## src/scl_pkg.sv

```systemverilog
// Shared types and constants of the sorted coordinate table lookup unit.
// Depends on nothing; every other source file but assert_macros.svh imports it.
`timescale 1ns / 1ps

package scl_pkg;

    localparam int COORD_W = 8;
    localparam int WORD_W  = 64;
    localparam int POS_W   = 10;
    localparam int ACT_W   = 2;
    localparam int STAT_W  = 2;

    typedef enum logic [ACT_W-1:0] {
        ACT_APPEND = 2'd0,
        ACT_SORT   = 2'd1,
        ACT_FIND   = 2'd2
    } t_action;

    typedef enum logic [STAT_W-1:0] {
        ST_DONE = 2'd0,
        ST_MISS = 2'd1,
        ST_FULL = 2'd2
    } t_status;

    typedef enum logic [1:0] {
        S_IDLE,
        S_RUN,
        S_DONE
    } t_state;

    // Control broadcast from the sequencer to every cell.
    typedef struct packed {
        logic shift_en;
        logic find_mode;
    } t_cell_ctrl;

    // Compare outcome that a cell hands to its right neighbor.
    typedef struct packed {
        logic gt;
        logic eq;
    } t_cell_flags;

    // One candidate result on its way through the reduction tree.
    typedef struct packed {
        logic              hit;
        logic [WORD_W-1:0] word;
    } t_leaf;

endpackage

```

## src/scl_node.sv

```systemverilog
// Registered four-way merge node of the result tree over the cell chain.
// Depends on scl_pkg.
`timescale 1ns / 1ps

module scl_node
    import scl_pkg::*;
#(
    parameter int PW    = 10,
    parameter int LEVEL = 0
) (
    input  logic          i_clk,
    input  logic          i_en,
    input  t_leaf         i_leaf [4],
    input  logic [PW-1:0] i_pos  [4],
    output t_leaf         o_leaf,
    output logic [PW-1:0] o_pos
);

    logic [1:0]    sel;
    t_leaf         n_leaf;
    logic [PW-1:0] n_pos;
    t_leaf         r_hold_leaf;
    logic [PW-1:0] r_hold_pos;

    // At most one child carries a hit; the others hold zeros.
    assign sel[0] = i_leaf[1].hit | i_leaf[3].hit;
    assign sel[1] = i_leaf[2].hit | i_leaf[3].hit;

    always_comb begin
        n_leaf.hit  = i_leaf[0].hit  | i_leaf[1].hit  | i_leaf[2].hit  | i_leaf[3].hit;
        n_leaf.word = i_leaf[0].word | i_leaf[1].word | i_leaf[2].word | i_leaf[3].word;
        n_pos       = (i_pos[0] | i_pos[1] | i_pos[2] | i_pos[3])
                    | (PW'(sel) << (2 * LEVEL));
    end

    always_ff @(posedge i_clk) begin
        if (i_en) begin
            r_hold_leaf <= n_leaf;
            r_hold_pos  <= n_pos;
        end
    end

    assign o_leaf = r_hold_leaf;
    assign o_pos  = r_hold_pos;

endmodule

```

## config.mk

```make
export PLATFORM = sky130hd
export DESIGN_NAME = scl_node
export DESIGN_NICKNAME = d
export VERILOG_FILES = /design/src/scl_pkg.sv /design/src/scl_node.sv
export SDC_FILE = /design/constraint.sdc
export NUM_CORES = 1
export LEC_CHECK = 0
export BUFFER_PORTS_ARGS = -buffer_cell sky130_fd_sc_hd__buf_2
export CORE_AREA = 3 3 145 147
export DETAILED_ROUTE_END_ITERATION = 8
export DIE_AREA = 0 0 148 150
export GPL_ROUTABILITY_DRIVEN = 1
export PLACE_DENSITY = 0.4
export REMOVE_ABC_BUFFERS = 1
export SLEW_MARGIN = 20
export SYNTH_ARGS = -nofsm -noshare
export SYNTH_HDL_FRONTEND = slang
export SYNTH_SLANG_ARGS = --single-unit
export TNS_END_PERCENT = 100
```

## constraint.sdc

```tcl
create_clock -name i_clk -period 1.5 [get_ports i_clk]
set_clock_uncertainty 0.2 [all_clocks]
set_input_delay 0.3 -clock i_clk [delete_from_list [all_inputs] [get_ports i_clk]]
set_output_delay 0.3 -clock i_clk [all_outputs]
set_load 0.1 [all_outputs]
```

==> summary.txt, run 1 <==
Global routing
  – Fraction of met1 tracks used by global routing: 0.108
  – Grt peak-use layer: met2
  – Vias in the first global route: between 3k and 4k
  – Global-route track usage on met2: 0.185
  – Global-route wire length before repair: around 17000 um
  – Overall routing resource usage: 0.102
  – Global routing usage on met3: 0.0412
  – GRT Residual Overflow: 0
  – Initial antenna violation count: 0
  – Maximum number of pins on one net before global-route repair: 40

Placed design
  – Number of I/O port buffers: roughly 380
  – HPWL after DPL: between 10000 and 15000 um
  – Worst setup slack before clock tree synthesis: -5.95 ps
  – Cell area after placement: between 6000 and 7000 um2
  – Gpl congestion: about 0.8
  – Placed Cells incl. Taps: around 800

Finish
  – Total area of multi-input combinational cells: between 500 and 600 um2
  – Filler cell count in the final layout: ~2k
  – Post-route insts no fill: roughly 820
  – Area Growth Syn to Fin: 131%
  – Total Nets Final: 850
  – Diode insertion count for antenna repair: 0
  – Share of the core filled with cells: 0.326
  – Final instance area: 6540 um2
  – Layout cells sized above 1: 0.707
  – Register area: roughly 2300 um2

Synthesis
  – Cell type with the largest total area after synthesis: sky130_fd_sc_hd__edfxtp_1
  – Synth cell types: 5
  – Ys Warns: 0
  – Average size of a mapped cell: ~18 um2
  – Total of flip-flops plus latches after synthesis: 75
  – Synth top area share: 0.796
  – Synthesized cell area: between 2000 and 3000 um2
  – Most area-consuming cells after synthesis: sky130_fd_sc_hd__edfxtp_1 80%, sky130_fd_sc_hd__or4_1 19%, sky130_fd_sc_hd__nor4_1 0.44%
  – Instance count of the mapped netlist: approximately 160
  – Share of synthesized area occupied by flip-flops and latches: 0.796

CTS
  – CTS root buffer: sky130_fd_sc_hd__clkbuf_16
  – Maximum buffer depth of the clock tree: 2
  – Clock tree from TritonCTS: built
  – Setup bufs post-CTS: 0
  – Clk sinks: 75
  – TritonCTS buffer count: 9
  – H-tree levels: 3
  – Clock input transition at the sequential cells of the worst setup and hold paths: about 60 ps

STA
  – Number of hold violations in the final report: 0
  – Fraction of the cycle the final worst path needs: 0.982
  – Upper clock frequency limit: just under 700 MHz
  – Tightest Pin Transition: approximately 240 ps
  – Max-slew violation count: 0
  – Post-layout min period: between 1000 and 1500 ps
  – Worst setup slack after layout: 26.5 ps
  – Setup violators final: 0
  – Setup repair after global routing missed its margin: true
  – Max-Slew Margin vs Limit: 0.839

Route
  – Antenna Nets Post-Route: 0
  – Average wire per standard cell: about 15 um
  – DRT Pass-1 Iters: 4
  – Routed vias: roughly 3.1k
  – Final routed DRC violation total: 0
  – Via count normalized by instance count: approximately 3.8
  – Final routed wirelength across all metal layers: 12400 um
  – Violation count after the first detailed-routing iteration: between 90 and 100

Floorplan
  – Initial Util: 0.141
  – Die Footprint: roughly 22000 um2
  – Row Count: 52
  – Std-Cell Core Area: ~20000 um2
  – DIE HEIGHT: about 150 um
  – Chip width: 148 um
  – I/O pins: around 380

Status
  – Status: completed

Hold path
  – Hold path depth: 2
  – Hold Path Origin: i_leaf[166]
  – Hold WC Path Type: in -> reg
  – Worst Hold End: o_leaf[36]

Worst setup path
  – Element type at the critical path start: register
  – Crit path buf inv count: 1
  – CP required: 1000 ps
  – Critical Path End Type: output port
  – Worst EP arrival: slightly below 1000 ps
  – Critical path fanouts, max: 1
  – Kind of critical path: reg -> out
  – Ordered cell list for the critical path: buf_12
  – Maximum cell stage delay along the critical path: roughly 440 ps
  – Cell type of the slowest stage on the worst timing path: sky130_fd_sc_hd__edfxtp_1
  – Cell class contributing the biggest share of worst-path delay: flip-flops

Pwr
  – Overall power: ~6700 uW
  – VDD IR-drop max: between 0.4 and 0.5 mV
  – Static power due to leakage: about 0.0029 uW
  – Power per standard cell area: between 1000 and 1500 nW/um2

Run
  – Number of maximum-capacitance violations: 0
-- synth_stat cells --
library cell	number
sky130_fd_sc_hd__nor4_1	2
sky130_fd_sc_hd__or4_1	72
sky130_fd_sc_hd__edfxtp_1	75
sky130_fd_sc_hd__nand2_1	3
sky130_fd_sc_hd__nor2_1	3
-- through the flow --
stage / hold slack, ps / setup TNS (ps)
floorplan: 212 / 0
global placement: 359 / -3.31
detailed placement: 360 / -5.95
CTS: -2.19 / -75.2
global route: 9.79 / -83.3
finish: 19.8 / 0
-- kinds of logic after synthesis --
kind of cell	synth area share
and+or+nand+nor	0.204
DFF	0.796
-- timing repair --
action	4_1_cts	5_1_grt
endpoints found under the hold margin	4	0
pin swaps	0	0
setup endpoints to repair	5	7
gates resized for setup	0	0
hold buffers	4	0
-- layout make-up --
cell class                 count  share of cell area
multi-input combinational     80              0.0880
timing repair buffer         382               0.473
clock inverter                 5             0.00823
sequential                    75               0.344
tap                          270              0.0517
clock buffer                  10              0.0350
-- cells in the final DEF, fill, tap and decap left out --
cell,netlist,layout
sky130_fd_sc_hd__buf_12,0,77
sky130_fd_sc_hd__buf_2,0,300
sky130_fd_sc_hd__buf_4,0,1
sky130_fd_sc_hd__bufinv_16,0,1
sky130_fd_sc_hd__clkbuf_1,0,1
sky130_fd_sc_hd__clkbuf_16,0,9
sky130_fd_sc_hd__clkinv_1,0,2
sky130_fd_sc_hd__clkinvlp_4,0,1
sky130_fd_sc_hd__dlygate4sd3_1,0,4
sky130_fd_sc_hd__edfxtp_1,75,75
sky130_fd_sc_hd__inv_6,0,1
sky130_fd_sc_hd__nand2_1,3,3
sky130_fd_sc_hd__nor2_1,3,3
sky130_fd_sc_hd__nor4_1,2,2
sky130_fd_sc_hd__or4_1,72,72
-- layer usage --
| layer | vias to the layer above | wire, um |
|---|---|---|
| met5 | - | 0 |
| met2 | 219 | 6680 |
| met3 | 8 | 1400 |
| met1 | 1428 | 4190 |
| met4 | 0 | 138 |
| li1 | 1479 | - |
-- where the power goes --
group | leakage, uW | internal (uW) | switching, uW
Clock | 0.000134 | 1270 | 856
Sequential | 0.000754 | 2460 | 112
Combinational | 0.00199 | 805 | 1200
Total | 0.00288 | 4540 | 2170
-- worst max path at each step --
stage | to | slack, ps | cells after the start | startpoint
detailed placement | o_leaf[18] | -6 | 2 | i_leaf[148]
finish | o_leaf[50] | 30 | 1 | o_leaf[50]
CTS | o_leaf[50] | -30 | 1 | o_leaf[50]
floorplan | o_leaf[0] | 100 | 0 | o_leaf[0]
global placement | o_leaf[18] | -3 | 2 | i_leaf[148]
global route | o_leaf[14] | -20 | 1 | o_leaf[14]
-- state kept, by name (all words and copies together) (netlist names) --
register / count
o_pos: 10
o_leaf: 65
No activity file was read; power rests on OpenSTA's default activity.
==> run 2: changes to the inputs <==
Settings changed: PLACE_DENSITY 0.4 to 0.5, SETUP_SLACK_MARGIN from default to 0.05.
==> run 2 against run 1 <==
Net effect:
- non-clock buffer count shrank 3
- sequential cell count is the same
- hold slack lost 0.62 ps
- global-route usage shrank 0.21 points
- final cell count shrank 0.24%
- via count shrank 2.1%
- critical path type unchanged
- critical endpoint is now o_leaf[37]
==> summary.txt, run 2 (synthesis gave the netlist of run 1 again) <==
CTS
  – Clk sinks: 75 (unchanged)
  – CTS root buffer: sky130_fd_sc_hd__clkbuf_16
  – Count of instances resized after the clock tree is built: 0 (unchanged)
  – Setup bufs post-CTS: 0 (unchanged)
  – Maximum buffer depth of the clock tree: 2 (unchanged)
  – Clock input transition at the sequential cells of the worst setup and hold paths: 60 ps (about the same)
  – TritonCTS buffer count: 9 (unchanged)
  – Clock tree from TritonCTS: built
  – H-tree levels: 3 (unchanged)

Route
  – Violation count after the first detailed-routing iteration: 63 (-31%)
  – DRT Pass-1 Iters: 4 (unchanged)
  – Final routed DRC violation total: 0 (unchanged)
  – Antenna Nets Post-Route: 0 (unchanged)
  – Average wire per standard cell: 15.0 um (-0.87%)
  – Via count normalized by instance count: 3.74 (-1.8%)
  – Final routed wirelength across all metal layers: 12300 um (-1.1%)
  – Routed vias: 3069 (-2.1%)

STA
  – Tightest Pin Transition: 240 ps (+1.40 ps)
  – Fraction of the cycle the final worst path needs: 0.999 (+0.0171)
  – Number of hold violations in the final report: 0 (unchanged)
  – Upper clock frequency limit: 667 MHz (-1.7%)
  – Post-layout min period: 1500 ps (+25.7 ps)
  – Setup repair after global routing missed its margin: true
  – Setup violators final: 0 (unchanged)
  – Final hold slack: 19.2 ps (-0.621 ps)
  – Max-slew violation count: 0 (unchanged)
  – TNS Setup: 0 ps (unchanged)
  – Worst setup slack after layout: 0.762 ps (-25.7 ps)
  – Max-Slew Margin vs Limit: 0.839 (-0.000939)

Floorplan
  – Initial Util: 0.141 (unchanged)
  – DIE HEIGHT: 150 um (unchanged)
  – I/O pins: 377 (unchanged)
  – Std-Cell Core Area: 20000 um2 (unchanged)
  – Die Footprint: 22200 um2 (unchanged)
  – Row Count: 52 (unchanged)
  – Chip width: 148 um (unchanged)

Worst setup path
  – Maximum cell stage delay along the critical path: 460 ps (+20 ps)
  – Element type at the critical path start: register
  – Kind of critical path: reg -> out
  – Ordered cell list for the critical path: buf_12
  – Cell type of the slowest stage on the worst timing path: sky130_fd_sc_hd__edfxtp_1
  – Critical path fanouts, max: 1 (unchanged)
  – Worst EP arrival: 1000 ps (+30 ps)
  – CP required: 1000 ps (about the same)
  – Critical Path End Type: output port
  – Cell class contributing the biggest share of worst-path delay: flip-flops
  – Crit path buf inv count: 1 (unchanged)
  – Number of stages on the worst setup path: 1 (unchanged)

Global routing
  – Fraction of met1 tracks used by global routing: 0.105 (-0.00375)
  – Global routing usage on met3: 0.0409 (-0.000303)
  – Grt peak-use layer: met2
  – Maximum number of pins on one net before global-route repair: 40 (unchanged)
  – Overall routing resource usage: 0.100 (-0.00211)
  – Initial antenna violation count: 0 (unchanged)
  – Global-route track usage on met2: 0.182 (-0.00297)
  – Vias in the first global route: 2984 (-5.5%)
  – GRT Residual Overflow: 0 (unchanged)
  – Global-route wire length before repair: 16200 um (-4.0%)

Status
  – Status: completed

Pwr
  – Overall power: 7200 uW (+7.4%)
  – Static power due to leakage: 0.00291 uW (+0.88%)
  – Power per standard cell area: 1090 nW/um2 (+6.6%)
  – VDD IR-drop max: 0.503 mV (+9.8%)

Hold path
  – Hold WC Path Type: in -> reg
  – Hold path depth: 2 (unchanged)

Finish
  – Area Growth Syn to Fin: 133%
  – Diode insertion count for antenna repair: 0 (unchanged)
  – Post-route insts no fill: 820 (-0.24%)
  – Most common cell after layout, fill and taps aside: sky130_fd_sc_hd__buf_2
  – Leading cell types in the layout, fill and taps excluded: 299 x sky130_fd_sc_hd__buf_2, 77 x sky130_fd_sc_hd__buf_12, 75 x sky130_fd_sc_hd__edfxtp_1
  – Layout cells sized above 1: 0.709 (+0.00257)
  – Largest register FFs: 65 (unchanged)
  – Filler cell count in the final layout: 1987 (-1.8%)
  – Total Nets Final: 847 (-0.35%)

Placed design
  – Number of I/O port buffers: 376 (unchanged)
  – HPWL after DPL: 10500 um (-1.3%)
  – Gpl congestion: 0.772 (-3.9%)
  – Placed Cells incl. Taps: 803 (unchanged)
  – Worst setup slack before clock tree synthesis: 28.9 ps (+34.9 ps)

Run
  – Number of maximum-capacitance violations: 0 (unchanged)
==> run 2: cell count changes in the layout (fill, tap and decap cells not counted), sizes merged <==
cell / before / now
buf: 378 / 377
clkinvlp: 1 / 0
inv: 1 / 0
bufinv: 1 / 4
dlygate4sd3: 4 / 2
==> run 2: layout make-up <==
class / instances / area (um2) / area share
repair buffers: 379 / 3070 / 0.465
well taps: 270 / 338 / 0.0513
clock buffers: 10 / 229 / 0.0348
flip-flops and latches: 75 / 2250 / 0.342
clock inverters: 6 / 128 / 0.0194
multi-input cells: 80 / 576 / 0.0874
==> run 2: routing by layer <==
metal  up-vias  wire length, um
met2       211             6430
met3         8             1390
met5         -                0
met1      1375             4280
li1       1475                -
met4         0              163
==> run 2: stage by stage <==
step	instance area, um2	util
after global routing	6590	0.329
after detailed placement	6220	0.310
after CTS	6590	0.329
after global placement	6220	0.310
final	6590	0.329
after floorplan	2830	-
==> run 2: worst paths after layout <==
kind                      to  slack, ps       start
setup / recovery  o_leaf[37]        0.8  o_leaf[37]
hold / removal    o_leaf[14]         20  i_leaf[79]
==> run 2: timing repair <==
action | CTS | global route
pin swaps | 0 | 1
endpoints found under the setup margin | 75 | 76
hold endpoints to repair | 2 | 0
hold buffers | 2 | 0
==> run 2: where the power goes <==
| group | switching [uW] | total [uW] | internal (uW) |
|---|---|---|---|
| Sequential | 116 | 2570 | 2460 |
| Clock | 835 | 2620 | 1780 |
| Combinational | 1210 | 2010 | 801 |
| Total | 2160 | 7200 | 5040 |
==> run 3: changes to the inputs <==
Settings changed: HOLD_SLACK_MARGIN from default to 0.06.
==> run 3 against run 2 <==
Net effect:
- critical path depth did not move
- sequential share of layout area fell by 1.1 points
- maximum frequency rose by 0.63%
- die area did not move
- global-route usage rose by 0.34 points
- via count rose by 2.5%
==> summary.txt, run 3 (synthesis gave the netlist of run 1 again) <==
Global routing
  – Vias in the first global route: 3166 (+6.1%)
  – Initial antenna violation count: 0 (unchanged)
  – Overall routing resource usage: 0.103 (+0.00339)
  – Maximum number of pins on one net before global-route repair: 40 (unchanged)
  – GRT Residual Overflow: 0 (unchanged)
  – Global-route wire length before repair: 16900 um (+4.0%)

Floorplan
  – DIE HEIGHT: 150 um (unchanged)
  – Row Count: 52 (unchanged)
  – Chip width: 148 um (unchanged)
  – Std-Cell Core Area: 20000 um2 (unchanged)
  – Die Footprint: 22200 um2 (unchanged)
  – Initial Util: 0.141 (unchanged)
  – I/O pins: 377 (unchanged)

Route
  – Wire length on met1: 4360 um (+2.0%)
  – Highest metal layer with signal wires: met4
  – Final routed wirelength across all metal layers: 12700 um (+3.6%)
  – DRT Pass-1 Iters: 4 (unchanged)
  – Routed vias: 3146 (+2.5%)
  – Final routed DRC violation total: 0 (unchanged)
  – Met2 wirelength from detailed routing: 6590 um (+2.5%)
  – Violation count after the first detailed-routing iteration: 58 (-7.9%)
  – Routed length on met3: 1400 um (+0.79%)
  – Average wire per standard cell: 15.2 um (+1.5%)
  – Antenna Nets Post-Route: 0 (unchanged)
  – Via count normalized by instance count: 3.76 (+0.43%)

Status
  – Status: completed

Run
  – Number of maximum-capacitance violations: 0 (unchanged)

Pwr
  – VDD IR-drop max: 0.503 mV (about the same)
  – Power per standard cell area: 1070 nW/um2 (-2.5%)
  – Static power due to leakage: 0.00302 uW (+4.0%)

Finish
  – Total Nets Final: 864 (+2.0%)
  – Diode insertion count for antenna repair: 0 (unchanged)
  – Largest register FFs: 65 (unchanged)
  – Area Growth Syn to Fin: 141%
  – Filler cell count in the final layout: 1966 (-1.1%)
  – Leading cell types in the layout, fill and taps excluded: 294 x sky130_fd_sc_hd__buf_2, 77 x sky130_fd_sc_hd__buf_12, 75 x sky130_fd_sc_hd__edfxtp_1
  – Layout cells sized above 1: 0.681 (-0.0283)
  – Most common cell after layout, fill and taps aside: sky130_fd_sc_hd__buf_2

CTS
  – Clock input transition at the sequential cells of the worst setup and hold paths: 60 ps (about the same)
  – TritonCTS buffer count: 9 (unchanged)
  – CTS root buffer: sky130_fd_sc_hd__clkbuf_16
  – H-tree levels: 3 (unchanged)
  – Clock tree from TritonCTS: built
  – Clk sinks: 75 (unchanged)
  – Maximum buffer depth of the clock tree: 2 (unchanged)

Hold path
  – Hold path depth: 2 (unchanged)
  – Hold WC Path Type: in -> reg

STA
  – Setup repair after global routing missed its margin: true
  – Upper clock frequency limit: 671 MHz (+0.63%)
  – Worst setup slack after layout: 10.1 ps (+9.38 ps)
  – Number of hold violations in the final report: 0 (unchanged)
  – Post-layout min period: 1490 ps (-9.38 ps)
  – Max-Slew Margin vs Limit: 0.844 (+0.00498)
  – Tightest Pin Transition: 234 ps (-6.12 ps)
  – Max-slew violation count: 0 (unchanged)
  – TNS Setup: 0 ps (unchanged)
  – Fraction of the cycle the final worst path needs: 0.993 (-0.00626)
  – Setup violators final: 0 (unchanged)

Worst setup path
  – Critical path fanouts, max: 1 (unchanged)
  – Worst EP arrival: 990 ps (about the same)
  – Kind of critical path: reg -> out
  – Ordered cell list for the critical path: buf_12
  – Cell type of the slowest stage on the worst timing path: sky130_fd_sc_hd__edfxtp_1
  – Number of stages on the worst setup path: 1 (unchanged)
  – Cell class contributing the biggest share of worst-path delay: flip-flops
  – Maximum cell stage delay along the critical path: 450 ps (about the same)
  – CP required: 1000 ps (about the same)
  – Crit path buf inv count: 1 (unchanged)
  – Critical Path End Type: output port
  – Element type at the critical path start: register

Placed design
  – Worst setup slack before clock tree synthesis: 28.9 ps (unchanged)
  – HPWL after DPL: 10500 um (unchanged)
  – Gpl congestion: 0.772 (unchanged)
  – Number of I/O port buffers: 376 (unchanged)
## run 3: timing repair
action	4_1_cts	5_1_grt
resized for setup	0	6
hold buffers	24	3
setup buffers	0	0
setup endpoints to repair	75	89
pin swaps	0	12
endpoints found under the hold margin	73	68
## run 3: final timing paths
check / from / slack, ps / endpoint
max: o_leaf[58] / 10 / o_leaf[58]
min: i_leaf[79] / 20 / o_leaf[14]
## run 3: cell type report
type,count,area (um2),share of cell area
tap,270,338,0.0497
sequential,75,2250,0.331
clock inverter,6,128,0.0188
multi-input combinational,80,582,0.0855
timing repair buffer,396,3270,0.481
clock buffer,10,229,0.0337
## run 3: where the power goes
| part | internal [uW] | switching, uW |
|---|---|---|
| sequential | 2460 | 116 |
| combinational | 837 | 1220 |
| clock | 1780 | 838 |
## run 3: per-layer routing
layer	GRT usage	vias up
met3	0.0409	16
li1	-	1508
met5	0	-
met1	0.107	1405
met4	0.0457	0
met2	0.185	217
## run 3: metrics by stage
| step | hold WS (ps) | total power (uW) | utilization | std cells | cell area [um2] |
|---|---|---|---|---|---|
| 6_report | 19.2 | 7250 | 0.339 | 837 | 6800 |
| 5_1_grt | 10.4 | 7520 | 0.339 | 837 | 6800 |
| 4_1_cts | 0.236 | 7390 | 0.340 | 843 | 6810 |
| 3_5_place_dp | 360 | 4640 | 0.310 | 803 | 6220 |
| 3_3_place_gp | 358 | 4630 | 0.310 | 803 | 6220 |
| 2_1_floorplan | 212 | 3550 | - | 155 | 2830 |
