File: src/scl_pkg.sv
// Shared types and constants of the sorted coordinate table lookup unit.
// Depends on nothing; every other source file but assert_macros.svh imports it.
`timescale 1ns / 1ps

package scl_pkg;

    localparam int COORD_W = 8;
    localparam int WORD_W  = 64;
    localparam int POS_W   = 10;
    localparam int ACT_W   = 2;
    localparam int STAT_W  = 2;

    typedef enum logic [ACT_W-1:0] {
        ACT_APPEND = 2'd0,
        ACT_SORT   = 2'd1,
        ACT_FIND   = 2'd2
    } t_action;

    typedef enum logic [STAT_W-1:0] {
        ST_DONE = 2'd0,
        ST_MISS = 2'd1,
        ST_FULL = 2'd2
    } t_status;

    typedef enum logic [1:0] {
        S_IDLE,
        S_RUN,
        S_DONE
    } t_state;

    // Control broadcast from the sequencer to every cell.
    typedef struct packed {
        logic shift_en;
        logic find_mode;
    } t_cell_ctrl;

    // Compare outcome that a cell hands to its right neighbor.
    typedef struct packed {
        logic gt;
        logic eq;
    } t_cell_flags;

    // One candidate result on its way through the reduction tree.
    typedef struct packed {
        logic              hit;
        logic [WORD_W-1:0] word;
    } t_leaf;

endpackage

File: src/scl_cell.sv
// One table entry of the sorted chain: key, payload and its compare logic.
// Depends on scl_pkg.
`timescale 1ns / 1ps

module scl_cell
    import scl_pkg::*;
#(
    parameter int KW    = 24,
    parameter int CW    = 11,
    parameter int INDEX = 0
) (
    input  logic              i_clk,
    input  t_cell_ctrl        i_ctrl,
    input  logic [CW-1:0]     i_count,
    input  logic [KW-1:0]     i_key,
    input  logic [WORD_W-1:0] i_word,
    input  logic [KW-1:0]     i_prev_key,
    input  logic [WORD_W-1:0] i_prev_word,
    input  t_cell_flags       i_prev_flags,
    output logic [KW-1:0]     o_key,
    output logic [WORD_W-1:0] o_word,
    output t_cell_flags       o_flags,
    output t_leaf             o_leaf
);

    logic [KW-1:0]     r_key;
    logic [WORD_W-1:0] r_word;
    logic              occ;
    logic              first;

    assign occ        = CW'(INDEX) < i_count;
    // An empty cell counts as holding a key above every real key.
    assign o_flags.gt = !occ || (r_key > i_key);
    assign o_flags.eq = occ && (r_key == i_key);

    // The sorted order makes both flag runs contiguous, so the edge is unique.
    assign first = i_ctrl.find_mode ? (o_flags.eq && !i_prev_flags.eq)
                                    : (o_flags.gt && !i_prev_flags.gt);

    assign o_leaf.hit  = first;
    assign o_leaf.word = (i_ctrl.find_mode && first) ? r_word : '0;

    assign o_key  = r_key;
    assign o_word = r_word;

    always_ff @(posedge i_clk) begin
        if (i_ctrl.shift_en) begin
            if (i_prev_flags.gt) begin
                r_key  <= i_prev_key;
                r_word <= i_prev_word;
            end else if (o_flags.gt) begin
                r_key  <= i_key;
                r_word <= i_word;
            end
        end
    end

endmodule

File: config.mk
export PLATFORM = sky130hd
export DESIGN_NAME = scl_cell
export DESIGN_NICKNAME = d
export VERILOG_FILES = /design/src/scl_pkg.sv /design/src/scl_cell.sv
export SDC_FILE = /design/constraint.sdc
export NUM_CORES = 1
export LEC_CHECK = 0
export ABC_AREA = 1
export BUFFER_PORTS_ARGS = -buffer_cell sky130_fd_sc_hd__buf_2
export CAP_MARGIN = 30
export CORE_UTILIZATION = 25
export DETAILED_ROUTE_END_ITERATION = 16
export SLEW_MARGIN = 20
export SYNTH_ARGS = -nofsm -noshare
export SYNTH_HDL_FRONTEND = slang
export SYNTH_SLANG_ARGS = --single-unit
File: constraint.sdc
create_clock -name i_clk -period 7.05 [get_ports i_clk]
set_input_delay 1.41 -clock i_clk [delete_from_list [all_inputs] [get_ports i_clk]]
set_output_delay 1.41 -clock i_clk [all_outputs]
set_load 0.02 [all_outputs]
==> out/results.md, run 1 <==
| Result | Value |
|:---|:---|
| Cell Area, Synth | 0.00543 mm² |
| Layout Nets | 1,171 |
| Post-route setup slack | 1.60 ns |
| Minimum setup slack after placement | 1.61 ns |
| Final-report hold violation count | 0 |
| Clock buffer depth | 2 |
| Ratio of total power to cell area | 183 mW/mm² |
| PortBufs | 346 |
| Maximum level of the CTS H-tree | 3 |
| Library cell contributing the largest single delay on the critical path | sky130_fd_sc_hd__nand3b_4 |
| Number of DRC violations after detailed routing | 0 |
| Clock sinks | 88 |
| Post-route antenna net violation count | 0 |
| Detailed-placement wirelength estimate | 12,500 µm |
| Gr ovfl total | 0 |
| Crit start category | input pin |
| Initial standard-cell utilization of the core | 25.7% |
| Io pins | 347 |
| Number of DRC markers after the initial detailed-route iteration | 156 |
| Drt total wl | 15,900 µm |
| Worst clock skew on the final layout | 0.00702 ns |
| Setup Fix Bufs, Post-CTS | 0 |
| Gp weighted congestion | 0.754 |
| Period utilisation layout | 77.3% |
| Post-synth cell types | 26 |
| Register clock-pin slew on the reported worst setup and hold paths | 0.06 ns |
| Final setup violation count | 0 |
| Fraction of final layout cells sized beyond drive strength 1 | 44.2% |
| Clock latency reported for the late side of the worst-skew pair | 0.34 ns |
| Avg Cell Area, Syn | 8.74 µm² |
| Resized cells post-CTS | 0 |
| Area grow syn2layout | 41.2% |
| Peak clock frequency supported by timing | 0.184 GHz |
| Average wire length per cell after detail routing | 12.8 µm |
| Die Wd | 149 µm |
| Area of the placeable core | 0.0212 mm² |
| Setup crit end kind | output port |
| Global-route wire length before repair | 23,800 µm |
| Die area | 0.0223 mm² |
| Static leakage power | 0.00417 µW |
| Number of warnings issued by yosys | 0 |
| Dominant combinational cell family by area after synthesis | simple AND/OR/NAND/NOR gates |
| Arrival time at the worst endpoint | 4.04 ns |
| Antenna violations before repair | 3 |
| Clk Tree Root Cell | sky130_fd_sc_hd__clkbuf_16 |
| Number of global-route vias before repair | 4,656 |
| Synth Register Bits | 88 |
| Fraction of the mapped netlist area in compound gates | 3.37% |
| Maximum Capacitance Violations | 0 |
| Critical path type | input pin to output port |
| Setup Total Neg Slack | 0 ns |
| Simple-gate share of the synthesized area | 31.7% |
| Syn_nets | 837 |
| Worst-case headroom to the max-slew limit | 43.4% |
| CP Cell Sequence | buf_2 > inv_1 > ha_1 > nand2_1 > nor2_2 > nand3_2 > nor2_2 > and3_4 > nand3b_4 > buf_12 > nor2_1 > buf_2 |
| Number of vias per cell | 4.01 |
| Hold-fix buffers, CTS | 0 |
| Critical path's largest stage delay | 0.57 ns |
| Final Slew Violations | 0 |
| Global Route Usage Sum | 14.0% |
| Buffers plus inverters on the worst setup path | 4 |
| DR vias | 4,958 |
| Worst IR drop on VDD | 0.000102 V |
| Proportion of synthesized area in mux cells | 0% |
| Number of buffers created by CTS | 9 |
| Result of the run | completed |
| Share of the yosys chip area belonging to registers | 48.7% |
| CP top delay family | simple AND/OR/NAND/NOR gates |
| Actual slew at the worst max-slew pin | 0.849 ns |
| Iteration count of the initial detailed-routing pass | 4 |
| Path class of the lowest-slack min-delay path | input pin to flip-flop |
| Number of standard cells after synthesis | 621 |
| Unrepaired setup endpoints after global routing | no |
| Largest net degree at the start of global routing | 78 |
| Clock period minus final worst setup slack | 5.45 ns |
| Y dimension of the die | 149 µm |
| Row count | 53 |
| Critical path required time | 5.64 ns |
| Post-synthesis xor/xnor area fraction | 0% |
| TritonCTS clock tree | yes |
| Max Fanout on Critical Path | 38 |
| Post-Synth Adder-Cell Area | 5.53% |
kinds of logic after synthesis:
group / after synthesis
simple gates: 343
buf+inv: 131
flops: 88
compound gates: 35
fa+ha+maj: 24
cells in the mapped netlist:
cell type | n | area share [%]
sky130_fd_sc_hd__a21boi_0 | 1 | 0.14
sky130_fd_sc_hd__a21o_1 | 2 | 0.28
sky130_fd_sc_hd__a21oi_1 | 8 | 0.74
sky130_fd_sc_hd__and2_0 | 1 | 0.12
sky130_fd_sc_hd__and3_4 | 1 | 0.21
sky130_fd_sc_hd__buf_1 | 1 | 0.069
sky130_fd_sc_hd__buf_12 | 5 | 1.8
sky130_fd_sc_hd__buf_4 | 1 | 0.14
sky130_fd_sc_hd__buf_6 | 1 | 0.21
sky130_fd_sc_hd__clkbuf_1 | 19 | 1.3
sky130_fd_sc_hd__edfxtp_1 | 88 | 49
sky130_fd_sc_hd__ha_1 | 24 | 5.5
sky130_fd_sc_hd__inv_1 | 103 | 7.1
sky130_fd_sc_hd__inv_2 | 1 | 0.069
sky130_fd_sc_hd__nand2_1 | 251 | 17
sky130_fd_sc_hd__nand3_1 | 3 | 0.28
sky130_fd_sc_hd__nand3_2 | 1 | 0.18
sky130_fd_sc_hd__nand3b_1 | 1 | 0.14
sky130_fd_sc_hd__nand3b_4 | 1 | 0.37
sky130_fd_sc_hd__nand4_1 | 2 | 0.23
sky130_fd_sc_hd__nor2_1 | 28 | 1.9
sky130_fd_sc_hd__nor2_2 | 3 | 0.35
sky130_fd_sc_hd__nor2_4 | 50 | 10
sky130_fd_sc_hd__o21ai_0 | 23 | 2.1
sky130_fd_sc_hd__o21ai_1 | 1 | 0.092
sky130_fd_sc_hd__or2_2 | 1 | 0.12
metrics by stage:
step / utilization (%) / hold WS (ns) / power [µW] / instance area (µm²) / std cells
2_1_floorplan: - / 1.59 / 828 / 5430 / 621
3_3_place_gp: 34.9 / 1.39 / 953 / 7380 / 1219
3_5_place_dp: 34.9 / 1.39 / 956 / 7380 / 1219
4_1_cts: 36.2 / 1.31 / 1440 / 7650 / 1233
5_1_grt: 36.2 / 1.32 / 1480 / 7660 / 1234
6_report: 36.2 / 1.33 / 1400 / 7660 / 1236
placed cells by master (no fill, tap or decap):
cell type                    instances
sky130_fd_sc_hd__buf_2             345
sky130_fd_sc_hd__nand2_1           251
sky130_fd_sc_hd__inv_1             102
sky130_fd_sc_hd__edfxtp_1           88
sky130_fd_sc_hd__nor2_4             50
sky130_fd_sc_hd__nor2_1             28
sky130_fd_sc_hd__ha_1               24
sky130_fd_sc_hd__o21ai_0            23
sky130_fd_sc_hd__clkbuf_16           9
sky130_fd_sc_hd__a21oi_1             7
sky130_fd_sc_hd__diode_2             3
sky130_fd_sc_hd__nand3_1             3
sky130_fd_sc_hd__nor2_2              3
sky130_fd_sc_hd__buf_4               3
sky130_fd_sc_hd__inv_2               2
sky130_fd_sc_hd__nand4_1             2
sky130_fd_sc_hd__a21o_1              2
sky130_fd_sc_hd__clkinv_2            2
sky130_fd_sc_hd__buf_12              2
sky130_fd_sc_hd__nand3_2             1
sky130_fd_sc_hd__and2_0              1
sky130_fd_sc_hd__and3_4              1
sky130_fd_sc_hd__or2_2               1
sky130_fd_sc_hd__a21boi_0            1
sky130_fd_sc_hd__nand3b_1            1
sky130_fd_sc_hd__nand3b_4            1
sky130_fd_sc_hd__o21ai_1             1
sky130_fd_sc_hd__a21oi_4             1
sky130_fd_sc_hd__clkinvlp_4          1
sky130_fd_sc_hd__clkbuf_1            1
sky130_fd_sc_hd__bufinv_16           1
layout make-up:
class	instances	area, µm²
Timing Repair Buffer	350	1790
Tap cell	275	344
Clock inverter	4	47.5
Multi-Input combinational cell	402	2210
Clock buffer	10	229
Sequential cell	88	2640
Fill cell	2219	13500
Inverter	104	390
Antenna cell	3	7.51
state kept, by name, summed over array words and instances, names as in the netlist:
register,flops
o_word,64
o_key,24
power breakdown:
group | total [µW] | internal, µW | leakage [µW] | switching (µW)
clock network | 464 | 270 | 0.000134 | 194
logic | 286 | 105 | 0.00319 | 181
registers | 653 | 631 | 0.000849 | 21.9
final timing paths:
check	slack (ns)	end	depth (start not counted)	startpoint
setup / recovery	1.60	o_leaf[8]	12	i_key[23]
hold / removal	1.33	o_word[21]$_DFFE_PP_	3	i_word[21]
setup reg to reg	4.08	o_word[9]$_DFFE_PP_	10	o_key[23]$_DFFE_PP_
hold reg to reg	1.38	o_key[18]$_DFFE_PP_	5	o_key[1]$_DFFE_PP_
worst reg2reg max path: stages, from the launching register on:
cell and delay, ns:
sky130_fd_sc_hd__edfxtp_1 0.41, sky130_fd_sc_hd__ha_1 0.32, sky130_fd_sc_hd__nand2_1 0.09, sky130_fd_sc_hd__nor2_2 0.21, sky130_fd_sc_hd__nand3_2 0.11, sky130_fd_sc_hd__nor2_2 0.14, sky130_fd_sc_hd__nand2_1 0.07, sky130_fd_sc_hd__nand3_1 0.06
sky130_fd_sc_hd__nand2_1 0.13, sky130_fd_sc_hd__a21oi_4 0.63, sky130_fd_sc_hd__buf_12 0.43
layer usage:
metal	up-vias	global-route usage [%]	wire length [µm]
li1	2569	-	-
met1	2175	15.7	6340
met2	190	25.1	8110
met3	24	3.39	1060
met4	0	5.36	357
met5	-	0	0
(Power assumes the default switching activity.)
==> inputs of run 2 (changes only) <==
clock period = 5.4 ns   (was 7.05 ns; I/O delays follow)
==> run 2 against run 1 <==
  * First-iteration DRC count is 3.2% lower
  * Combinational power up 31%
  * Sequential cell count unchanged
  * Hold slack worse by 0.34 ns
  * Sequential share of layout area is 0.31 points lower
  * Cell area increased by 0.90%
  * Wire length increased by 1.8%
  * Via count grew 0.40%
==> out/results.md, run 2 (synthesis gave the netlist of run 1 again) <==
| Result | Value | vs previous |
|:---|:---|:---|
| Number of DRC violations after detailed routing | 0 | unchanged |
| Period utilisation layout | 76.8% |  |
| Cell depth of the worst flop-to-flop path | 10 | unchanged |
| Global-route wire length before repair | 24,300 µm | was 23,800 µm |
| Result of the run | completed | unchanged |
| Beginning of the worst register-to-register path | o_key[23]$_DFFE_PP_ | unchanged |
| DR vias | 4,978 | was 4,958 |
| Setup crit end kind | output port | unchanged |
| Setup crit start | i_key[23] | unchanged |
| Cell depth of the worst hold path | 3 | unchanged |
| Number of DRC markers after the initial detailed-route iteration | 151 | was 156 |
| Worst clock skew on the final layout | 0.0102 ns | was 0.00702 ns |
| Initial standard-cell utilization of the core | 25.7% | unchanged |
| Flip-flop count of the largest register, all copies and words added | 64 | unchanged |
| Detailed-placement wirelength estimate | 12,600 µm | was 12,500 µm |
| Largest net degree at the start of global routing | 95 | was 78 |
| Iteration count of the initial detailed-routing pass | 4 | unchanged |
| Final-report hold violation count | 0 | unchanged |
| Number of vias per cell | 4.01 | about the same |
| Path class of the lowest-slack min-delay path | input pin to flip-flop | unchanged |
| Gp weighted congestion | 0.757 | was 0.754 |
| Critical path type | input pin to output port | unchanged |
| Die Wd | 149 µm | unchanged |
| Library cell contributing the largest single delay on the critical path | sky130_fd_sc_hd__buf_4 | was sky130_fd_sc_hd__nand3b_4 |
| Non-filler cells, final | 1,240 | was 1,236 |
| Register clock-pin slew on the reported worst setup and hold paths | 0.07 ns | was 0.06 ns |
| Actual slew at the worst max-slew pin | 0.903 ns | was 0.849 ns |
| Most frequent standard cell in the layout excluding fill and tap cells | sky130_fd_sc_hd__buf_2 | unchanged |
| Final Slew Violations | 0 | unchanged |
| Critical path's largest stage delay | 0.37 ns | was 0.57 ns |
| Crit start category | input pin | unchanged |
| Antenna violations before repair | 3 | unchanged |
| Ratio of total power to cell area | 252 mW/mm² | was 183 mW/mm² |
| Gr ovfl total | 0 | unchanged |
| Clock latency reported for the late side of the worst-skew pair | 0.34 ns | about the same |
| Clk Tree Root Cell | sky130_fd_sc_hd__clkbuf_16 | unchanged |
| Resized cells post-CTS | 0 | unchanged |
| Area grow syn2layout | 42.4% | was 41.2% |
| Peak clock frequency supported by timing | 0.241 GHz |  |
| Fin area | 0.00773 mm² | was 0.00766 mm² |
| Hold-fix buffers, CTS | 0 | unchanged |
| Highest-count cells in the layout ignoring fill and taps | sky130_fd_sc_hd__buf_2 (345), sky130_fd_sc_hd__nand2_1 (251), sky130_fd_sc_hd__inv_1 (102) | unchanged |
| Number of buffers created by CTS | 9 | unchanged |
| Clock period minus final worst setup slack | 4.15 ns |  |
| Maximum Capacitance Violations | 0 | unchanged |
| Global Route Usage Sum | 14.3% | was 14.0% |
| Hold EP | o_word[19]$_DFFE_PP_ | was o_word[21]$_DFFE_PP_ |
| TritonCTS clock tree | yes | unchanged |
| Post-route antenna net violation count | 0 | unchanged |
| Static leakage power | 0.00421 µW | was 0.00417 µW |
| CP Cell Sequence | buf_2 > inv_1 > ha_1 > nand2_1 > nor2_2 > nand3_2 > nor2_2 > and3_4 > nand3b_4 > buf_4 > nor2_1 > buf_2 | was buf_2 > inv_1 > ha_1 > nand2_1 > nor2_2 > nand3_2 > nor2_2 > and3_4 > nand3b_4 > buf_12 > nor2_1 > buf_2 |
| Drt total wl | 16,200 µm | was 15,900 µm |
| Unrepaired setup endpoints after global routing | no | unchanged |
| Worst-case headroom to the max-slew limit | 39.8% | was 43.4% |
| Layout Nets | 1,174 | was 1,171 |
| PortBufs | 346 | unchanged |
| Clock buffer depth | 2 | unchanged |
| Setup Fix Bufs, Post-CTS | 0 | unchanged |
| Max Fanout on Critical Path | 38 | unchanged |
| Minimum setup slack among reg-to-reg paths | 2.72 ns | was 4.08 ns |
| Fraction of final layout cells sized beyond drive strength 1 | 44.4% | was 44.2% |
| Worst hold path startpoint | i_word[19] | was i_word[21] |
| Arrival time at the worst endpoint | 3.07 ns | was 4.04 ns |
| Setup Total Neg Slack | 0 ns | unchanged |
| Cell count after placement | 1,221 | was 1,219 |
| Y dimension of the die | 149 µm | unchanged |
| Die area | 0.0223 mm² | unchanged |
| Critical path required time | 4.32 ns | was 5.64 ns |
| Capture instance of the worst register-to-register path | o_word[50]$_DFFE_PP_ | was o_word[9]$_DFFE_PP_ |
| Io pins | 347 | unchanged |
| Maximum level of the CTS H-tree | 3 | unchanged |
| Cell area after placement | 0.00737 mm² | was 0.00738 mm² |
| Clock sinks | 88 | unchanged |
| Average wire length per cell after detail routing | 13.0 µm | was 12.8 µm |
| Row count | 53 | unchanged |
| Area of the placeable core | 0.0212 mm² | unchanged |
| Number of global-route vias before repair | 4,776 | was 4,656 |
| Final setup violation count | 0 | unchanged |
| Worst IR drop on VDD | 0.000129 V | was 0.000102 V |
-- run 2: how the worst max path moves through the flow --
stage,end,slack (ns)
2_1_floorplan,o_key[0]$_DFFE_PP_,0.39
3_3_place_gp,o_leaf[9],1.24
3_5_place_dp,o_leaf[9],1.23
4_1_cts,o_leaf[6],1.23
5_1_grt,o_leaf[9],1.12
6_report,o_leaf[0],1.25
-- run 2: cell type report --
type | instances | area [µm²]
clock inverters | 5 | 106
diodes | 3 | 7.51
clock buffers | 10 | 229
fillers | 2272 | 13400
multi-input cells | 402 | 2210
well taps | 275 | 344
inverters | 104 | 390
flip-flops and latches | 88 | 2640
repair buffers | 353 | 1800
-- run 2: power by group --
part	switching, µW	internal (µW)	leakage (µW)
registers	27.9	824	0.000849
clock network	272	451	0.000159
logic	238	137	0.00320
total	537	1410	0.00421
-- run 2: critical path: cells and delay by family --
family	cells	cell delay, ns
adder cells (fa/ha/maj)	1	0.29
buffers and inverters	4	0.67
AND/OR/NAND/NOR	7	0.98
-- run 2: stage by stage --
step                hold slack [ns]  util, %  setup slack, ns  total power, µW
CTS                           0.978     36.4             1.23             1980
finish                        0.998     36.5             1.25             1950
floorplan                      1.26        -            0.388             1080
global placement               1.34     34.8             1.24             1240
global route                  0.991     36.5             1.12             2050
detailed placement             1.35     34.8             1.23             1250
-- run 2: routing by layer --
metal | up-vias | track usage (%) | part of all wire (%)
li1 | 2575 | - | -
met1 | 2191 | 16.1 | 40
met2 | 193 | 26.0 | 51
met3 | 19 | 2.69 | 6.7
met4 | 0 | 6.48 | 2.4
met5 | - | 0 | 0
==> inputs of run 3 (changes only) <==
clock period = 3.3 ns   (was 5.4 ns; I/O delays follow)
==> run 3 against run 2 <==
  * Sequential cell count did not move
  * Cell area rose by 3.6%
  * Die area did not move
  * Critical path depth rose by 1
==> out/results.md, run 3 (synthesis gave the netlist of run 1 again) <==
| Result | Value | vs previous |
|:---|:---|:---|
| TritonCTS clock tree | yes | unchanged |
| Gp weighted congestion | 0.741 | was 0.757 |
| Die area | 0.0223 mm² | unchanged |
| Cell depth of the worst flop-to-flop path | 10 | unchanged |
| Global Route Usage Sum | 14.2% | was 14.3% |
| Period utilisation layout | 95.6% |  |
| Io pins | 347 | unchanged |
| Buffers plus inverters on the worst setup path | 5 | was 4 |
| Setup crit end kind | output port | unchanged |
| Maximum level of the CTS H-tree | 3 | unchanged |
| Critical path type | input pin to output port | unchanged |
| Number of buffers created by CTS | 9 | unchanged |
| Crit path capture | o_leaf[2] | was o_leaf[0] |
| Largest net degree at the start of global routing | 72 | was 95 |
| Path class of the lowest-slack min-delay path | input pin to flip-flop | unchanged |
| Die Wd | 149 µm | unchanged |
| Overall Power | 3020 µW | was 1950 µW |
| Area of the placeable core | 0.0212 mm² | unchanged |
| Worst hold path startpoint | i_word[26] | was i_word[19] |
| Number of inserted filler cells in the final layout | 2,216 | was 2,272 |
| Diode insertion count for antenna repair | 0 | was 3 |
| Average wire length per cell after detail routing | 13.2 µm | was 13.0 µm |
| Clk Tree Root Cell | sky130_fd_sc_hd__clkbuf_16 | unchanged |
| Depth of the critical timing path with buffers and inverters included | 13 | was 12 |
| Post-route antenna net violation count | 0 | unchanged |
| Worst IR drop on VDD | 0.000252 V | was 0.000129 V |
| Most frequent standard cell in the layout excluding fill and tap cells | sky130_fd_sc_hd__buf_2 | unchanged |
| Minimum setup slack among reg-to-reg paths | 0.95 ns | was 2.72 ns |
| Number of vias per cell | 4.05 | was 4.01 |
| Total area of multi-input combinational cells | 0.00239 mm² | was 0.00221 mm² |
| PortBufs | 346 | unchanged |
| Highest-count cells in the layout ignoring fill and taps | sky130_fd_sc_hd__buf_2 (345), sky130_fd_sc_hd__nand2_1 (244), sky130_fd_sc_hd__inv_1 (90) | was sky130_fd_sc_hd__buf_2 (345), sky130_fd_sc_hd__nand2_1 (251), sky130_fd_sc_hd__inv_1 (102) |
| Drt total wl | 16,400 µm | was 16,200 µm |
| Clock latency reported for the late side of the worst-skew pair | 0.34 ns | about the same |
| Worst clock skew on the final layout | 0.0133 ns | was 0.0102 ns |
| Critical path required time | 2.64 ns | was 4.32 ns |
| Gr ovfl total | 0 | unchanged |
| CP top delay family | simple AND/OR/NAND/NOR gates | unchanged |
| Setup Total Neg Slack | 0 ns | unchanged |
| Iteration count of the initial detailed-routing pass | 4 | unchanged |
| Peak clock frequency supported by timing | 0.317 GHz |  |
| Y dimension of the die | 149 µm | unchanged |
| Beginning of the worst register-to-register path | o_key[21]$_DFFE_PP_ | was o_key[23]$_DFFE_PP_ |
| Arrival time at the worst endpoint | 2.50 ns | was 3.07 ns |
| Hold-fix buffers, CTS | 0 | unchanged |
| Unrepaired setup endpoints after global routing | no | unchanged |
| Flip-flop count of the largest register, all copies and words added | 64 | unchanged |
| CP Cell Sequence | buf_2 > inv_12 > ha_4 > nand2_4 > nor2_4 > nand3_2 > nor2_4 > and3_4 > nand3b_4 > buf_12 > buf_4 > nor2_1 > buf_2 | was buf_2 > inv_1 > ha_1 > nand2_1 > nor2_2 > nand3_2 > nor2_2 > and3_4 > nand3b_4 > buf_4 > nor2_1 > buf_2 |
| Result of the run | completed | unchanged |
| Clock buffer depth | 2 | unchanged |
| Number of DRC violations after detailed routing | 0 | unchanged |
| Fin area | 0.00801 mm² | was 0.00773 mm² |
| Register clock-pin slew on the reported worst setup and hold paths | 0.07 ns | about the same |
| Worst-case headroom to the max-slew limit | 51.8% | was 39.8% |
| Maximum Capacitance Violations | 0 | unchanged |
| Cell area after placement | 0.00764 mm² | was 0.00737 mm² |
| Number of DRC markers after the initial detailed-route iteration | 164 | was 151 |
| Actual slew at the worst max-slew pin | 0.724 ns | was 0.903 ns |
| Final-report hold violation count | 0 | unchanged |
| Ratio of total power to cell area | 377 mW/mm² | was 252 mW/mm² |
| Final Slew Violations | 0 | unchanged |
| Critical path's largest stage delay | 0.28 ns | was 0.37 ns |
| Combined flip-flop and latch cell area | 0.00264 mm² | unchanged |
| Clock period minus final worst setup slack | 3.16 ns |  |
| Area grow syn2layout | 47.6% | was 42.4% |
| Global-route wire length before repair | 24,200 µm | was 24,300 µm |
| Detailed-placement wirelength estimate | 12,800 µm | was 12,600 µm |
| Setup crit start | i_key[21] | was i_key[23] |
| Row count | 53 | unchanged |
| Final setup violation count | 0 | unchanged |
| Static leakage power | 0.00425 µW | was 0.00421 µW |
| Max Fanout on Critical Path | 9 | was 38 |
| Clock sinks | 88 | unchanged |
| Layout Nets | 1,181 | was 1,174 |
| Capture instance of the worst register-to-register path | o_word[50]$_DFFE_PP_ | unchanged |
| DR vias | 5,042 | was 4,978 |
| Library cell contributing the largest single delay on the critical path | sky130_fd_sc_hd__ha_4 | was sky130_fd_sc_hd__buf_4 |
| Crit start category | input pin | unchanged |
| Initial standard-cell utilization of the core | 25.7% | unchanged |
| Fraction of final layout cells sized beyond drive strength 1 | 47.9% | was 44.4% |
| Antenna violations before repair | 0 | was 3 |
| Number of global-route vias before repair | 4,705 | was 4,776 |
[run 3: changes by cell type in the layout (fill, tap and decap cells not counted), sizes merged]
| cell | previous run | this run |
|---|---|---|
| buf | 353 | 358 |
| clkbuf | 10 | 13 |
| bufinv | 3 | 0 |
| clkinvlp | 1 | 2 |
| inv | 104 | 105 |
| diode | 3 | 0 |
| clkinv | 1 | 2 |
[run 3: power breakdown]
group	total [µW]	internal (µW)	switching, µW
Clock	967	517	450
Sequential	1400	1350	54.1
Combinational	653	250	403
[run 3: routing by layer]
| metal | GRT usage (%) | vias up | share of wire (%) |
|---|---|---|---|
| met5 | 0 | - | 0 |
| met4 | 4.49 | 0 | 1.6 |
| met3 | 3.49 | 15 | 6.5 |
| met2 | 24.9 | 203 | 50 |
| met1 | 17.0 | 2236 | 42 |
| li1 | - | 2588 | - |
[run 3: final cells by class]
class	count	share of cell area [%]
multi-input cells	402	29.8
repair buffers	360	24.3
inverters	104	5.19
flip-flops and latches	88	33.0
clock buffers	11	2.91
clock inverters	5	0.515
well taps	275	4.30
[run 3: worst min-delay path by stage]
| stage | endpoint | slack (ns) | cells past startpoint |
|---|---|---|---|
| floorplan | o_key[0]$_DFFE_PP_ | 0.84 | 2 |
| global placement | o_word[46]$_DFFE_PP_ | 0.92 | 3 |
| detailed placement | o_word[26]$_DFFE_PP_ | 0.93 | 3 |
| CTS | o_word[26]$_DFFE_PP_ | 0.55 | 3 |
| global route | o_word[1]$_DFFE_PP_ | 0.57 | 3 |
| finish | o_word[26]$_DFFE_PP_ | 0.58 | 3 |
[run 3: per-stage QoR]
step / utilization [%] / cells / worst slack [ns] / hold slack, ns
after floorplan: - / 621 / -0.131 / 0.839
after global placement: 36.1 / 1224 / 0.0871 / 0.923
after detailed placement: 36.1 / 1224 / 0.00990 / 0.927
after CTS: 37.4 / 1240 / 0.00634 / 0.554
after global routing: 37.9 / 1245 / 0.0327 / 0.569
final: 37.9 / 1245 / 0.145 / 0.577
[run 3: worst register-to-register path, stage by stage (launching register included)]
cell                       delay, ns
sky130_fd_sc_hd__edfxtp_1       0.45
sky130_fd_sc_hd__ha_4           0.32
sky130_fd_sc_hd__nand2_4        0.05
sky130_fd_sc_hd__nor2_4         0.14
sky130_fd_sc_hd__nand3_2        0.12
sky130_fd_sc_hd__nor2_4         0.14
sky130_fd_sc_hd__nand2_1        0.06
sky130_fd_sc_hd__nand3_1        0.08
sky130_fd_sc_hd__nand2_2        0.09
sky130_fd_sc_hd__a21oi_4        0.22
sky130_fd_sc_hd__buf_12         0.29
[run 3: repair_timing]
item / 4_1_cts / 5_1_grt
buffers inserted: 0 / 3
endpoints found under the setup margin: 0 / 63
gates resized for setup: 0 / 2
